[src/rtl/pli_pkg.sv]
// Shared types, widths and codes for the piecewise linear interpolator.
// No dependencies; every other file of the block imports this package.
`timescale 1ns / 1ps

package pli_pkg;

    localparam int MAX_POINTS  = 16;
    localparam int VALUE_WIDTH = 16;

    // Widths fixed by the item and register formats.
    localparam int NP_W     = 5;
    localparam int PIDX_W   = 4;
    localparam int STATUS_W = 2;

    // Derived widths.
    localparam int IDX_W     = $clog2(MAX_POINTS);
    localparam int CNT_W     = $clog2(MAX_POINTS + 1);
    localparam int NCMP_W    = (CNT_W > NP_W) ? CNT_W : NP_W;
    localparam int PCMP_W    = (CNT_W > PIDX_W) ? CNT_W : PIDX_W;
    localparam int DW        = VALUE_WIDTH + 1;
    localparam int PROD_W    = 2 * VALUE_WIDTH;
    localparam int SUM_W     = PROD_W + 2;
    localparam int DIV_ITER  = PROD_W / 2;
    localparam int DIV_CNT_W = $clog2(DIV_ITER + 1);

    typedef enum logic [STATUS_W-1:0] {
        ST_LOADED = 2'd0,
        ST_OK     = 2'd1,
        ST_RANGE  = 2'd2,
        ST_BADSEG = 2'd3
    } status_t;

    typedef enum logic {
        KIND_LOAD  = 1'b0,
        KIND_QUERY = 1'b1
    } kind_t;

    typedef enum logic [1:0] {
        RD_LAST,
        RD_FIRST,
        RD_NEXT
    } rd_src_t;

    typedef enum logic [2:0] {
        RES_LOADED,
        RES_RANGE,
        RES_BADSEG,
        RES_HIT,
        RES_INTERP
    } res_sel_t;

    typedef enum logic [2:0] {
        S_IDLE,
        S_CHK_LAST,
        S_WALK,
        S_SEG,
        S_MUL,
        S_DIV,
        S_FINISH
    } state_t;

    typedef struct packed {
        logic     rd_en;
        rd_src_t  rd_src;
        logic     walk_adv;
        logic     seg_load;
        logic     mul_en;
        logic     div_start;
        logic     set_res;
        res_sel_t res_sel;
        logic     out_load;
    } pli_cmd_t;

    typedef struct packed {
        logic n_zero;
        logic x_eq;
        logic x_lt;
        logic x_gt;
        logic idx_last;
        logic idx_zero;
        logic den_zero;
        logic div_done;
    } pli_stat_t;

    // Magnitude of a signed difference; the difference never reaches the
    // most negative code, so the magnitude fits VALUE_WIDTH bits.
    function automatic logic [VALUE_WIDTH-1:0] mag_f(input logic [DW-1:0] v);
        logic [DW-1:0] u;
        u = v[DW-1] ? (~v + {{(DW-1){1'b0}}, 1'b1}) : v;
        return u[VALUE_WIDTH-1:0];
    endfunction

endpackage

[src/rtl/piecewise_linear_interpolator.sv]
// Piecewise linear interpolator, top level. A load request writes one
// breakpoint. A query request first checks the last breakpoint in use, then
// walks the table one entry per cycle from the first one (the single read
// port of the breakpoint tables sets this pace), then multiplies once and
// runs a divider that retires two quotient bits per cycle over a 32-bit
// product. One request is in work at a time; the finished result sits in an
// output register, so the next request is taken while it waits.
// Depends on pli_pkg, pli_ctrl and pli_datapath.
`timescale 1ns / 1ps

module piecewise_linear_interpolator import pli_pkg::*;
(
    input  logic                          clk,
    input  logic                          rst_n,
    input  logic                          in_valid,
    output logic                          in_ready,
    input  logic                          kind,
    input  logic [PIDX_W-1:0]             point_index,
    input  logic signed [VALUE_WIDTH-1:0] x_value,
    input  logic signed [VALUE_WIDTH-1:0] y_value,
    output logic                          out_valid,
    input  logic                          out_ready,
    output logic [STATUS_W-1:0]           status,
    output logic signed [VALUE_WIDTH-1:0] y_result,
    input  logic                          cfg_we,
    input  logic [NP_W-1:0]               cfg_wdata
);

    pli_cmd_t  cmd;
    pli_stat_t stat;
    logic      in_accept;

    assign in_accept = in_valid && in_ready;

    pli_ctrl u_ctrl
    (
        .clk       (clk),
        .rst_n     (rst_n),
        .in_valid  (in_valid),
        .in_ready  (in_ready),
        .kind      (kind),
        .out_valid (out_valid),
        .out_ready (out_ready),
        .stat      (stat),
        .cmd       (cmd)
    );

    pli_datapath u_datapath
    (
        .clk         (clk),
        .rst_n       (rst_n),
        .in_accept   (in_accept),
        .kind        (kind),
        .point_index (point_index),
        .x_value     (x_value),
        .y_value     (y_value),
        .cfg_we      (cfg_we),
        .cfg_wdata   (cfg_wdata),
        .cmd         (cmd),
        .stat        (stat),
        .status      (status),
        .y_result    (y_result)
    );

endmodule

[src/rtl/pli_div.sv]
// Iterative unsigned restoring divider, two quotient bits per cycle.
// Depends on pli_pkg for widths.
`timescale 1ns / 1ps

module pli_div import pli_pkg::*;
(
    input  logic                   clk,
    input  logic                   rst_n,
    input  logic                   start,
    input  logic [PROD_W-1:0]      dividend,
    input  logic [VALUE_WIDTH-1:0] divisor,
    output logic                   done,
    output logic [PROD_W-1:0]      quotient
);

    logic                   active_reg, active_next;
    logic                   done_reg, done_next;
    logic [DIV_CNT_W-1:0]   cnt_reg, cnt_next;
    logic [VALUE_WIDTH-1:0] rem_reg, rem_next;
    logic [PROD_W-1:0]      quo_reg, quo_next;
    logic [VALUE_WIDTH-1:0] div_reg;

    logic [VALUE_WIDTH-1:0] r_step;
    logic [PROD_W-1:0]      q_step;
    logic [VALUE_WIDTH:0]   trial;

    // Two dependent shift-compare-subtract steps; the dividend shifts out of
    // the top of the quotient register while quotient bits enter below.
    always_comb
    begin
        r_step = rem_reg;
        q_step = quo_reg;
        trial  = '0;
        for (int k = 0; k < 2; k++)
        begin
            trial  = {r_step, q_step[PROD_W-1]};
            q_step = {q_step[PROD_W-2:0], 1'b0};
            if (trial >= {1'b0, div_reg})
            begin
                trial     = trial - {1'b0, div_reg};
                q_step[0] = 1'b1;
            end
            r_step = trial[VALUE_WIDTH-1:0];
        end
    end

    always_comb
    begin
        active_next = active_reg;
        done_next   = 1'b0;
        cnt_next    = cnt_reg;
        rem_next    = rem_reg;
        quo_next    = quo_reg;
        if (start)
        begin
            active_next = 1'b1;
            cnt_next    = DIV_CNT_W'(DIV_ITER);
            rem_next    = '0;
            quo_next    = dividend;
        end
        else if (active_reg)
        begin
            rem_next = r_step;
            quo_next = q_step;
            cnt_next = cnt_reg - DIV_CNT_W'(1);
            if (cnt_reg == DIV_CNT_W'(1))
            begin
                active_next = 1'b0;
                done_next   = 1'b1;
            end
        end
    end

    always_ff @(posedge clk or negedge rst_n)
    begin
        if (!rst_n)
        begin
            active_reg <= 1'b0;
            done_reg   <= 1'b0;
            cnt_reg    <= '0;
        end
        else
        begin
            active_reg <= active_next;
            done_reg   <= done_next;
            cnt_reg    <= cnt_next;
        end
    end

    always_ff @(posedge clk)
    begin
        rem_reg <= rem_next;
        quo_reg <= quo_next;
        if (start)
        begin
            div_reg <= divisor;
        end
    end

    assign done     = done_reg;
    assign quotient = quo_reg;

endmodule

[src/rtl/pli_datapath.sv]
// Datapath: breakpoint tables, table walk registers, segment arithmetic,
// result and output registers. Depends on pli_pkg and pli_div.
`timescale 1ns / 1ps

module pli_datapath import pli_pkg::*;
(
    input  logic                          clk,
    input  logic                          rst_n,
    input  logic                          in_accept,
    input  logic                          kind,
    input  logic [PIDX_W-1:0]             point_index,
    input  logic signed [VALUE_WIDTH-1:0] x_value,
    input  logic signed [VALUE_WIDTH-1:0] y_value,
    input  logic                          cfg_we,
    input  logic [NP_W-1:0]               cfg_wdata,
    input  pli_cmd_t                      cmd,
    output pli_stat_t                     stat,
    output logic [STATUS_W-1:0]           status,
    output logic signed [VALUE_WIDTH-1:0] y_result
);

    logic [VALUE_WIDTH-1:0] x_mem [MAX_POINTS];
    logic [VALUE_WIDTH-1:0] y_mem [MAX_POINTS];

    logic [NP_W-1:0]        num_points_reg;
    logic [CNT_W-1:0]       n_eff;
    logic [CNT_W-1:0]       n_m1;
    logic [IDX_W-1:0]       idx_reg, idx_next;
    logic [IDX_W-1:0]       rd_addr;
    logic [IDX_W-1:0]       wr_addr;
    logic                   wr_ok;

    logic [VALUE_WIDTH-1:0] qx_reg;
    logic [VALUE_WIDTH-1:0] rdx_reg, rdy_reg;
    logic [VALUE_WIDTH-1:0] prev_x_reg, prev_y_reg;

    logic [DW-1:0]          den_reg, dy_reg, dx_reg;
    logic [VALUE_WIDTH-1:0] yb_reg;
    logic                   neg_reg;
    logic [PROD_W-1:0]      prod_reg;

    logic [DW-1:0]          den_next, dy_next, dx_next;
    logic [VALUE_WIDTH-1:0] den_mag;

    logic                   div_done;
    logic [PROD_W-1:0]      quo;

    logic signed [SUM_W-1:0] q_signed, yb_ext, sum, lim_hi, lim_lo;
    logic [VALUE_WIDTH-1:0]  interp_y;

    status_t                res_status_reg, out_status_reg;
    logic [VALUE_WIDTH-1:0] res_y_reg, out_y_reg;

    // Effective point count is clamped to the table depth.
    always_comb
    begin
        if (NCMP_W'(num_points_reg) > NCMP_W'(MAX_POINTS))
        begin
            n_eff = CNT_W'(MAX_POINTS);
        end
        else
        begin
            n_eff = CNT_W'(num_points_reg);
        end
    end

    assign n_m1    = n_eff - CNT_W'(1);
    assign wr_ok   = PCMP_W'(point_index) < PCMP_W'(MAX_POINTS);
    assign wr_addr = IDX_W'(point_index);

    always_comb
    begin
        case (cmd.rd_src)
            RD_LAST:  rd_addr = IDX_W'(n_m1);
            RD_FIRST: rd_addr = '0;
            RD_NEXT:  rd_addr = idx_reg + IDX_W'(1);
            default:  rd_addr = '0;
        endcase
    end

    assign idx_next = (cmd.rd_en && cmd.rd_src != RD_LAST) ? rd_addr : idx_reg;

    // Table write on a load request; table read for the walk.
    always_ff @(posedge clk)
    begin
        if (in_accept && kind == KIND_LOAD && wr_ok)
        begin
            x_mem[wr_addr] <= x_value;
            y_mem[wr_addr] <= y_value;
        end
        if (cmd.rd_en)
        begin
            rdx_reg <= x_mem[rd_addr];
            rdy_reg <= y_mem[rd_addr];
        end
    end

    always_ff @(posedge clk or negedge rst_n)
    begin
        if (!rst_n)
        begin
            num_points_reg <= '0;
        end
        else if (cfg_we)
        begin
            num_points_reg <= cfg_wdata;
        end
    end

    // Segment differences: b is the previous entry, a the current one.
    assign den_next = {rdx_reg[VALUE_WIDTH-1], rdx_reg}
                    - {prev_x_reg[VALUE_WIDTH-1], prev_x_reg};
    assign dy_next  = {rdy_reg[VALUE_WIDTH-1], rdy_reg}
                    - {prev_y_reg[VALUE_WIDTH-1], prev_y_reg};
    assign dx_next  = {qx_reg[VALUE_WIDTH-1], qx_reg}
                    - {prev_x_reg[VALUE_WIDTH-1], prev_x_reg};
    assign den_mag  = mag_f(den_reg);

    always_ff @(posedge clk)
    begin
        idx_reg <= idx_next;
        if (in_accept)
        begin
            qx_reg <= x_value;
        end
        if (cmd.walk_adv)
        begin
            prev_x_reg <= rdx_reg;
            prev_y_reg <= rdy_reg;
        end
        if (cmd.seg_load)
        begin
            den_reg <= den_next;
            dy_reg  <= dy_next;
            dx_reg  <= dx_next;
            yb_reg  <= prev_y_reg;
            neg_reg <= dy_next[DW-1] ^ dx_next[DW-1] ^ den_next[DW-1];
        end
        if (cmd.mul_en)
        begin
            prod_reg <= mag_f(dy_reg) * mag_f(dx_reg);
        end
    end

    pli_div u_div
    (
        .clk      (clk),
        .rst_n    (rst_n),
        .start    (cmd.div_start),
        .dividend (prod_reg),
        .divisor  (den_mag),
        .done     (div_done),
        .quotient (quo)
    );

    // Apply the sign, add the base y and saturate to the value range.
    always_comb
    begin
        q_signed = neg_reg ? -$signed({2'b00, quo}) : $signed({2'b00, quo});
        yb_ext   = SUM_W'($signed(yb_reg));
        sum      = yb_ext + q_signed;
        lim_hi   = SUM_W'((64'sd1 <<< (VALUE_WIDTH - 1)) - 64'sd1);
        lim_lo   = -lim_hi - SUM_W'(1);
        if (sum > lim_hi)
        begin
            interp_y = lim_hi[VALUE_WIDTH-1:0];
        end
        else if (sum < lim_lo)
        begin
            interp_y = lim_lo[VALUE_WIDTH-1:0];
        end
        else
        begin
            interp_y = sum[VALUE_WIDTH-1:0];
        end
    end

    always_ff @(posedge clk)
    begin
        if (cmd.set_res)
        begin
            case (cmd.res_sel)
                RES_LOADED:
                begin
                    res_status_reg <= ST_LOADED;
                    res_y_reg      <= '0;
                end
                RES_RANGE:
                begin
                    res_status_reg <= ST_RANGE;
                    res_y_reg      <= '0;
                end
                RES_BADSEG:
                begin
                    res_status_reg <= ST_BADSEG;
                    res_y_reg      <= '0;
                end
                RES_HIT:
                begin
                    res_status_reg <= ST_OK;
                    res_y_reg      <= rdy_reg;
                end
                RES_INTERP:
                begin
                    res_status_reg <= ST_OK;
                    res_y_reg      <= interp_y;
                end
                default:
                begin
                    res_status_reg <= ST_RANGE;
                    res_y_reg      <= '0;
                end
            endcase
        end
        if (cmd.out_load)
        begin
            out_status_reg <= res_status_reg;
            out_y_reg      <= res_y_reg;
        end
    end

    always_comb
    begin
        stat.n_zero   = (n_eff == '0);
        stat.x_eq     = (qx_reg == rdx_reg);
        stat.x_lt     = ($signed(qx_reg) < $signed(rdx_reg));
        stat.x_gt     = ($signed(qx_reg) > $signed(rdx_reg));
        stat.idx_last = (idx_reg == IDX_W'(n_m1));
        stat.idx_zero = (idx_reg == '0);
        stat.den_zero = (den_reg == '0);
        stat.div_done = div_done;
    end

    assign status   = out_status_reg;
    assign y_result = out_y_reg;

endmodule

[src/rtl/pli_ctrl.sv]
// Controller state machine: sequences the table walk, the multiply and the
// divide, and owns the request handshakes. Depends on pli_pkg.
`timescale 1ns / 1ps

module pli_ctrl import pli_pkg::*;
(
    input  logic      clk,
    input  logic      rst_n,
    input  logic      in_valid,
    output logic      in_ready,
    input  logic      kind,
    output logic      out_valid,
    input  logic      out_ready,
    input  pli_stat_t stat,
    output pli_cmd_t  cmd
);

    state_t state_reg, state_next;
    logic   out_valid_reg, out_valid_next;
    logic   accept;
    logic   out_free;
    logic   walk_stop;

    assign in_ready  = (state_reg == S_IDLE);
    assign accept    = in_valid && in_ready;
    assign out_free  = !out_valid_reg || out_ready;
    // The walk ends below the current point or at the last point in use.
    assign walk_stop = stat.x_lt || stat.idx_last;

    always_comb
    begin
        state_next = state_reg;
        case (state_reg)
            S_IDLE:
            begin
                if (accept)
                begin
                    if (kind == KIND_LOAD || stat.n_zero)
                    begin
                        state_next = S_FINISH;
                    end
                    else
                    begin
                        state_next = S_CHK_LAST;
                    end
                end
            end
            S_CHK_LAST:
            begin
                state_next = stat.x_gt ? S_FINISH : S_WALK;
            end
            S_WALK:
            begin
                if (stat.x_eq)
                begin
                    state_next = S_FINISH;
                end
                else if (walk_stop)
                begin
                    state_next = stat.idx_zero ? S_FINISH : S_SEG;
                end
            end
            S_SEG:
            begin
                state_next = stat.den_zero ? S_FINISH : S_MUL;
            end
            S_MUL:
            begin
                state_next = S_DIV;
            end
            S_DIV:
            begin
                if (stat.div_done)
                begin
                    state_next = S_FINISH;
                end
            end
            S_FINISH:
            begin
                if (out_free)
                begin
                    state_next = S_IDLE;
                end
            end
            default:
            begin
                state_next = S_IDLE;
            end
        endcase
    end

    always_comb
    begin
        cmd = '0;
        cmd.rd_src  = RD_LAST;
        cmd.res_sel = RES_RANGE;
        case (state_reg)
            S_IDLE:
            begin
                if (accept)
                begin
                    if (kind == KIND_LOAD)
                    begin
                        cmd.set_res = 1'b1;
                        cmd.res_sel = RES_LOADED;
                    end
                    else if (stat.n_zero)
                    begin
                        cmd.set_res = 1'b1;
                        cmd.res_sel = RES_RANGE;
                    end
                    else
                    begin
                        cmd.rd_en  = 1'b1;
                        cmd.rd_src = RD_LAST;
                    end
                end
            end
            S_CHK_LAST:
            begin
                if (stat.x_gt)
                begin
                    cmd.set_res = 1'b1;
                    cmd.res_sel = RES_RANGE;
                end
                else
                begin
                    cmd.rd_en  = 1'b1;
                    cmd.rd_src = RD_FIRST;
                end
            end
            S_WALK:
            begin
                if (stat.x_eq)
                begin
                    cmd.set_res = 1'b1;
                    cmd.res_sel = RES_HIT;
                end
                else if (walk_stop)
                begin
                    if (stat.idx_zero)
                    begin
                        cmd.set_res = 1'b1;
                        cmd.res_sel = RES_RANGE;
                    end
                    else
                    begin
                        cmd.seg_load = 1'b1;
                    end
                end
                else
                begin
                    cmd.walk_adv = 1'b1;
                    cmd.rd_en    = 1'b1;
                    cmd.rd_src   = RD_NEXT;
                end
            end
            S_SEG:
            begin
                if (stat.den_zero)
                begin
                    cmd.set_res = 1'b1;
                    cmd.res_sel = RES_BADSEG;
                end
                else
                begin
                    cmd.mul_en = 1'b1;
                end
            end
            S_MUL:
            begin
                cmd.div_start = 1'b1;
            end
            S_DIV:
            begin
                if (stat.div_done)
                begin
                    cmd.set_res = 1'b1;
                    cmd.res_sel = RES_INTERP;
                end
            end
            S_FINISH:
            begin
                cmd.out_load = out_free;
            end
            default:
            begin
                cmd = '0;
            end
        endcase
    end

    always_comb
    begin
        out_valid_next = out_valid_reg;
        if (cmd.out_load)
        begin
            out_valid_next = 1'b1;
        end
        else if (out_ready)
        begin
            out_valid_next = 1'b0;
        end
    end

    always_ff @(posedge clk or negedge rst_n)
    begin
        if (!rst_n)
        begin
            state_reg     <= S_IDLE;
            out_valid_reg <= 1'b0;
        end
        else
        begin
            state_reg     <= state_next;
            out_valid_reg <= out_valid_next;
        end
    end

    assign out_valid = out_valid_reg;

endmodule
[config.mk]
export PLATFORM = sky130hd
export DESIGN_NAME = piecewise_linear_interpolator
export DESIGN_NICKNAME = d
export VERILOG_FILES = /design/src/rtl/pli_pkg.sv /design/src/rtl/piecewise_linear_interpolator.sv /design/src/rtl/pli_div.sv /design/src/rtl/pli_datapath.sv /design/src/rtl/pli_ctrl.sv
export SDC_FILE = /design/constraint.sdc
export NUM_CORES = 2
export LEC_CHECK = 0
export BUFFER_PORTS_ARGS = -buffer_cell sky130_fd_sc_hd__buf_2
export CAP_MARGIN = 25
export CORE_MARGIN = 2
export CORE_UTILIZATION = 65
export DETAILED_ROUTE_END_ITERATION = 12
export GPL_TIMING_DRIVEN = 0
export PLACE_DENSITY = 0.81
export SYNTH_ARGS = -nofsm -noshare
export SYNTH_HDL_FRONTEND = slang
export SYNTH_SLANG_ARGS = --single-unit
[constraint.sdc]
create_clock -name clk -period 12.4 [get_ports clk]
set_input_delay 2.48 -clock clk [delete_from_list [all_inputs] [get_ports clk]]
set_output_delay 2.48 -clock clk [all_outputs]
set_load 0.05 [all_outputs]
== After elaboration in Yosys (flattened, before gate mapping) ==
Memory sizes are Yosys's and may differ from the RTL's. A register that Yosys moved wholly into a read port is not among the register bits.
Index checks and enable logic that the tools add are counted.

* $mul: 1
* Order comparisons: 7
* $add $sub $neg: 13
* Bitwise operators: 6
* Div/mod/pow operators: 0
* Shift-type cells: 0
* Eq/ne operators: 17
* Reductions and logical operators: 19
* Multiplexer cells: 62

{| class="wikitable"
|+ Operators by type and width
! kind !! number
|-
| 16-bit two-way mux || 7
|-
| 32-bit two-way mux || 2
|-
| 16-bit by 16-bit subtractor with 17-bit output || 3
|-
| 16-bit by 1-bit adder with 16-bit output, second input constant || 3
|-
| 16-bit inverter || 3
|-
| 4-bit two-way mux || 10
|-
| 3-bit two-way mux || 12
|-
| 16-bit by 34-bit adder with 34-bit output || 1
|-
| 17-bit by 16-bit >= comparator with 1-bit output || 2
|-
| 34-bit by 16-bit > comparator with 1-bit output, second input constant || 1
|-
| 34-bit by 16-bit < comparator with 1-bit output, second input constant || 1
|-
| 34-bit two-way mux || 1
|-
| 32-bit negator with 34-bit output || 1
|-
| 16-bit by 16-bit multiplier with 32-bit output || 1
|-
| 16-bit case mux with 2 select lines || 1
|-
| 16-bit subtractor || 2
|-
| 4-bit case mux with 6 select lines || 1
|-
| 3-bit case mux with 7 select lines || 1
|-
| 5-bit two-way mux || 4
|-
| 1-bit two-way mux || 18
|-
| 17-bit logical NOT || 1
|-
| 16-bit equality test || 1
|-
| 16-bit > comparator || 1
|-
| 16-bit < comparator || 1
|-
| 28 further kinds || 46
|}

* ROM bits: 0
* Output and inout port bits: 20
* Register bits after elaboration: 268
* Latch bits: 0
* Bits of input ports: 47
* Logic and storage cells: 150
* RAM bits: 512
* Memories: 2

{| class="wikitable"
|+ Memories
! name !! depth !! bits a word !! rd ports !! clocked after memory_dff !! write ports !! line !! source
|-
| u_datapath.x_mem || 16 || 16 || 1 || 1 || 1 || pli_datapath.sv:22 || <nowiki>logic [VALUE_WIDTH-1:0] x_mem [MAX_POINTS];</nowiki>
|-
| u_datapath.y_mem || 16 || 16 || 1 || 1 || 1 || pli_datapath.sv:23 || <nowiki>logic [VALUE_WIDTH-1:0] y_mem [MAX_POINTS];</nowiki>
|}

== Longest topological paths before layout ==
* Depth in word-level cells: 11
* Mapped depth: 31
* Depth with buffers taken out: 29

== Cells and area by module ==
A second synthesis with hierarchy kept.

* Cell total of the unflattened synthesis: 4298
* Area, all modules: 47468.0 um^2

{| class="wikitable"
|+ Modules (own cells, without submodules)
! module !! cells each !! times used !! area each (um^2) !! seq. area each (um^2)
|-
| pli_datapath || 3776 || 1 || 42266.8 || 22106.2
|-
| pli_div || 452 || 1 || 4690.7 || 1936.9
|-
| pli_ctrl || 69 || 1 || 504.2 || 100.1
|-
| piecewise_linear_interpolator || 1 || 1 || 6.3 || 0.0
|}

== Worst setup path after synthesis ==
Ideal clock, no wire load.

* Path type: flip-flop to flip-flop
* Start: register u_datapath.dy_reg[0]
* End: register u_datapath.prod_reg[31], data pin
* Path slack: 4.630 ns
* Clock period less this slack: 7.770 ns
* Setup time: 0.260 ns
* Cell stages (with the launch flop): 32
* Arrival time: 7.510 ns
* Buffers on the path: 3
* Cell sequence: edfxtp_1 clkbuf_1 inv_1 clkbuf_1 ha_1 nand2_1 o21a_1 or2_2 o21ai_0 xnor2_1 clkbuf_1 nand2_1 fa_1 fa_1 inv_1 fa_1 fa_1 fa_1 inv_1 fa_1 inv_1 ha_1 a21o_1 a21oi_1 nor2b_1 o21ai_0 a211oi_1 a211oi_1 o211ai_1 a21o_1 a21o_1 xnor2_1

* Longest elaborated chain between the ends: 4

{| class="wikitable"
|+ RTL lines
! element !! line !! source
|-
| from (decl) || pli_datapath.sv:37 || <nowiki>logic [DW-1:0] den_reg, dy_reg, dx_reg;</nowiki>
|-
| from (signal assigned) || pli_datapath.sv:134 || <nowiki>dy_reg <= dy_next;</nowiki>
|-
| 16-bit inverter || pli_pkg.sv:89 || <nowiki>u = v[DW-1] ? (~v + {{(DW-1){1'b0}}, 1'b1}) : v;</nowiki>
|-
| 16-bit by 1-bit adder with 16-bit output || pli_pkg.sv:89 ||
|-
| 16-bit two-way mux * || pli_pkg.sv:89 ||
|-
| 16-bit by 16-bit multiplier with 32-bit output * || pli_datapath.sv:141 || <nowiki>prod_reg <= mag_f(dy_reg) * mag_f(dx_reg);</nowiki>
|-
| to (signal assigned) || pli_datapath.sv:141 ||
|-
| to (decl) || pli_datapath.sv:40 || <nowiki>logic [PROD_W-1:0] prod_reg;</nowiki>
|}

Mark *: on every way between the ends. The rest lies on a longest branch, timed or not.
A chain may end at the register's enable or synchronous reset.

== Final worst setup path ==
* Start: register u_datapath.dy_reg[0]
* End: register u_datapath.prod_reg[30], data pin

The elaborated chain is that of the path after synthesis.

==> impl_metrics.env <==
export IMPL_mostFrequentLayoutCells="edfxtp_1 (780), inv_1 (636), o211ai_1 (533), nand2_1 (384), ha_1 (242)"
export IMPL_place_ws_ns=2.62
export IMPL_synth_edf_count=780
export IMPL_synth_top_area_share=0.479
export IMPL_p_leak_nw=20.9
export IMPL_setup_ws_ns=2.92
export IMPL_cp_max_fo=10
export IMPL_dp_hpwl_um=100000
export IMPL_crit_top_cell="fa_1"
export IMPL_die_h_um=278
export IMPL_portBuffers=66
export IMPL_drc_errors=0
export IMPL_grt_pass1_vias=37100
export IMPL_maxCapViolCount=0
export IMPL_yosys_cell_types_count=84
export IMPL_startpoint="u_datapath.dy_reg[0]"
export IMPL_final_max_slew_violation_count=0
export IMPL_top_regs="u_datapath.x_mem: 256 flops, u_datapath.y_mem: 256 flops"
export IMPL_die_w_um=278
export IMPL_ys_flop_type="edfxtp_1"
export IMPL_cts_hold_buffers_added=0
export IMPL_fin_crit_ns=9.48
export IMPL_track_usage=0.354
export IMPL_start_util=0.656
export IMPL_cts_made_buffers=85
export IMPL_die_area_mm2=0.0774
export IMPL_grt_antenna_before_repair=3
export IMPL_criticalPathCategory="register to register"
export IMPL_post_synth_top_area_cell="edfxtp_1"
export IMPL_startpoint_type="register"
export IMPL_grt_max_degree=33
export IMPL_finalSetupTns_ns=0
export IMPL_layout_nets=5152
export IMPL_clockBufferDepth=3
export IMPL_fin_crit_sh=0.765
export IMPL_syn_inst=4460
export IMPL_clk_pin_slew_ns=0.07
export IMPL_cts_resized=0
export IMPL_yosys_top_cells_area="edfxtp_1 (48%), fa_1 (8.2%), o211ai_1 (8.2%)"
export IMPL_drt_iter0_drc=4314
export IMPL_clk_latency_ns=0.68
export IMPL_vias=37200
export IMPL_syn2layout_area_growth_pct=10.7
export IMPL_drive_gt1_frac=0.0753
export IMPL_synth_async_reset_ratio=0.0197
export IMPL_cts_sinks=812
export IMPL_relSlewSlack=0.250
export IMPL_setup_viol_count_final=0
export IMPL_max_freq_ghz=0.105
export IMPL_drt_wl_total_um=137000
export IMPL_crit_path_top_delay_cell="fa_1"
export IMPL_end_kind="register"
export IMPL_detail_route_antenna_nets=0
export IMPL_cp_arrival_ns=9.89
export IMPL_power_density_mw_per_mm2=114
export IMPL_finalHoldViolations=0
export IMPL_postCtsSetupRepairBufs=0
export IMPL_max_stage_delay_ns=0.57
export IMPL_cts_tree="yes"
export IMPL_syn_num_nets=4949
export IMPL_yosysSeqAreaShare=0.494
export IMPL_fin_total_pwr_w=0.00616
export IMPL_grt_ovfl_total=0
export IMPL_cts_root_buf="clkbuf_16"
export IMPL_fin_skew_ns=0.0648
export IMPL_min_from="u_datapath.res_status_reg[0]"
export IMPL_timing_rr_start="u_datapath.dy_reg[0]"
export IMPL_synth_seq_cells=812
export IMPL_grt_pass1_wl_um=209000
export IMPL_first_pass_iters=6
export IMPL_yosysWarnings=0
export IMPL_mostFrequentLayoutCell="edfxtp_1"
export IMPL_avgSynthCellArea_um2=11.0
export IMPL_hold_path_class="register to register"
export IMPL_routedWlPerCell_um=24.1
export IMPL_cp_required_ns=12.81
export IMPL_worstMarginPinSlew_ns=1.12
export IMPL_placementRows=100
export IMPL_vias_per_cell=6.53
export IMPL_coreArea_mm2=0.0744
export IMPL_globalplace_congestion=1.02
export IMPL_htree_levels=3
export IMPL_rsz0062_at_grt="false"
export IMPL_outcome="finished, final reports clean"
export IMPL_pin_count=67
export IMPL_syn_area_mm2=0.0489
export IMPL_vdd_ir_drop_max_uv=150
==> report_power, final <==
| part | switching, W | leakage, nW | internal [W] |
|---|---|---|---|
| registers | 0.00000191 | 7.14 | 0.00300 |
| clock network | 0.00111 | 1.37 | 0.00147 |
| logic | 0.000431 | 12.4 | 0.000148 |
| total | 0.00154 | 20.9 | 0.00462 |
==> synth_stat cells, types with 13 or more instances <==
cell        n
a211o_1    13
a211oi_1   15
a21boi_0   14
a21o_1     43
a21oi_1   113
and2_1     18
and3_1     16
buf_1      19
buf_2      34
clkbuf_1  161
dfrtp_1    16
dfxtp_1    16
edfxtp_1  780
fa_1      200
ha_1      242
inv_1     636
mux2i_1    13
nand2_1   384
nand2b_1   33
nand3_1   178
nand4_1    57
nor2_1    246
nor2b_1    30
nor3_1     46
nor4_1     14
o211ai_1  533
o21a_1     23
o21ai_0   126
o31ai_1    27
or2_2      17
or3_1      33
xnor2_1   142
xor2_1     60
==> final timing paths <==
check | cells after the start | slack (ns) | endpoint
max | 30 | 2.92 | u_datapath.prod_reg[30]
min | 0 | 0.42 | u_datapath.status[0]
max in group asynchronous | 1 | 10.14 | u_datapath.u_div.cnt_reg[2]
max reg2reg | 30 | 2.92 | u_datapath.prod_reg[30]
min in group asynchronous | 1 | 1.82 | u_datapath.num_points_reg[2]
min reg2reg | 0 | 0.42 | u_datapath.status[0]
==> per-stage QoR <==
stage,std cells,hold WS [ns],cell area [µm²],util
after floorplan,4460,0.400,48900,-
final,5699,0.418,54100,0.727
after global placement,5495,0.403,50400,0.677
after global routing,5697,0.426,54100,0.727
after CTS,5690,0.419,54000,0.726
after detailed placement,5538,0.405,51200,0.688
==> layout make-up <==
cell class              count  area (µm²)
clock inverters            49         608
well taps                 969        1210
multi-input cells        2794       21600
fillers                  4913       20400
repair buffers            116        1050
flip-flops and latches    812       24100
plain buffers             216         870
clock buffers             103        2220
diodes                      2        5.00
inverters                 638        2390
==> worst max-delay path, delay by kind of cell (launching register included) <==
family	cells	cell delay [ns]
xor+xnor	2	0.35
fa+ha+maj	8	3.73
simple gates	6	0.97
compound gates	7	2.03
buf+inv	7	1.77
flops	1	0.35
==> cell families after synthesis <==
group / share of synthesized area
buffers and inverters: 0.0668
adder cells (fa/ha/maj): 0.144
multiplexers: 0.00543
flip-flops: 0.494
AO/OA/AOI/OAI: 0.147
XOR/XNOR: 0.0362
AND/OR/NAND/NOR: 0.106
==> routing by layer <==
layer,global-route usage,vias up,share of wire
li1,-,16400,-
met1,0.436,17800,0.36
met2,0.582,2433,0.47
met3,0.0739,580,0.10
met4,0.205,4,0.065
met5,0,-,0.00017
Power figures use the tool's default switching activity.
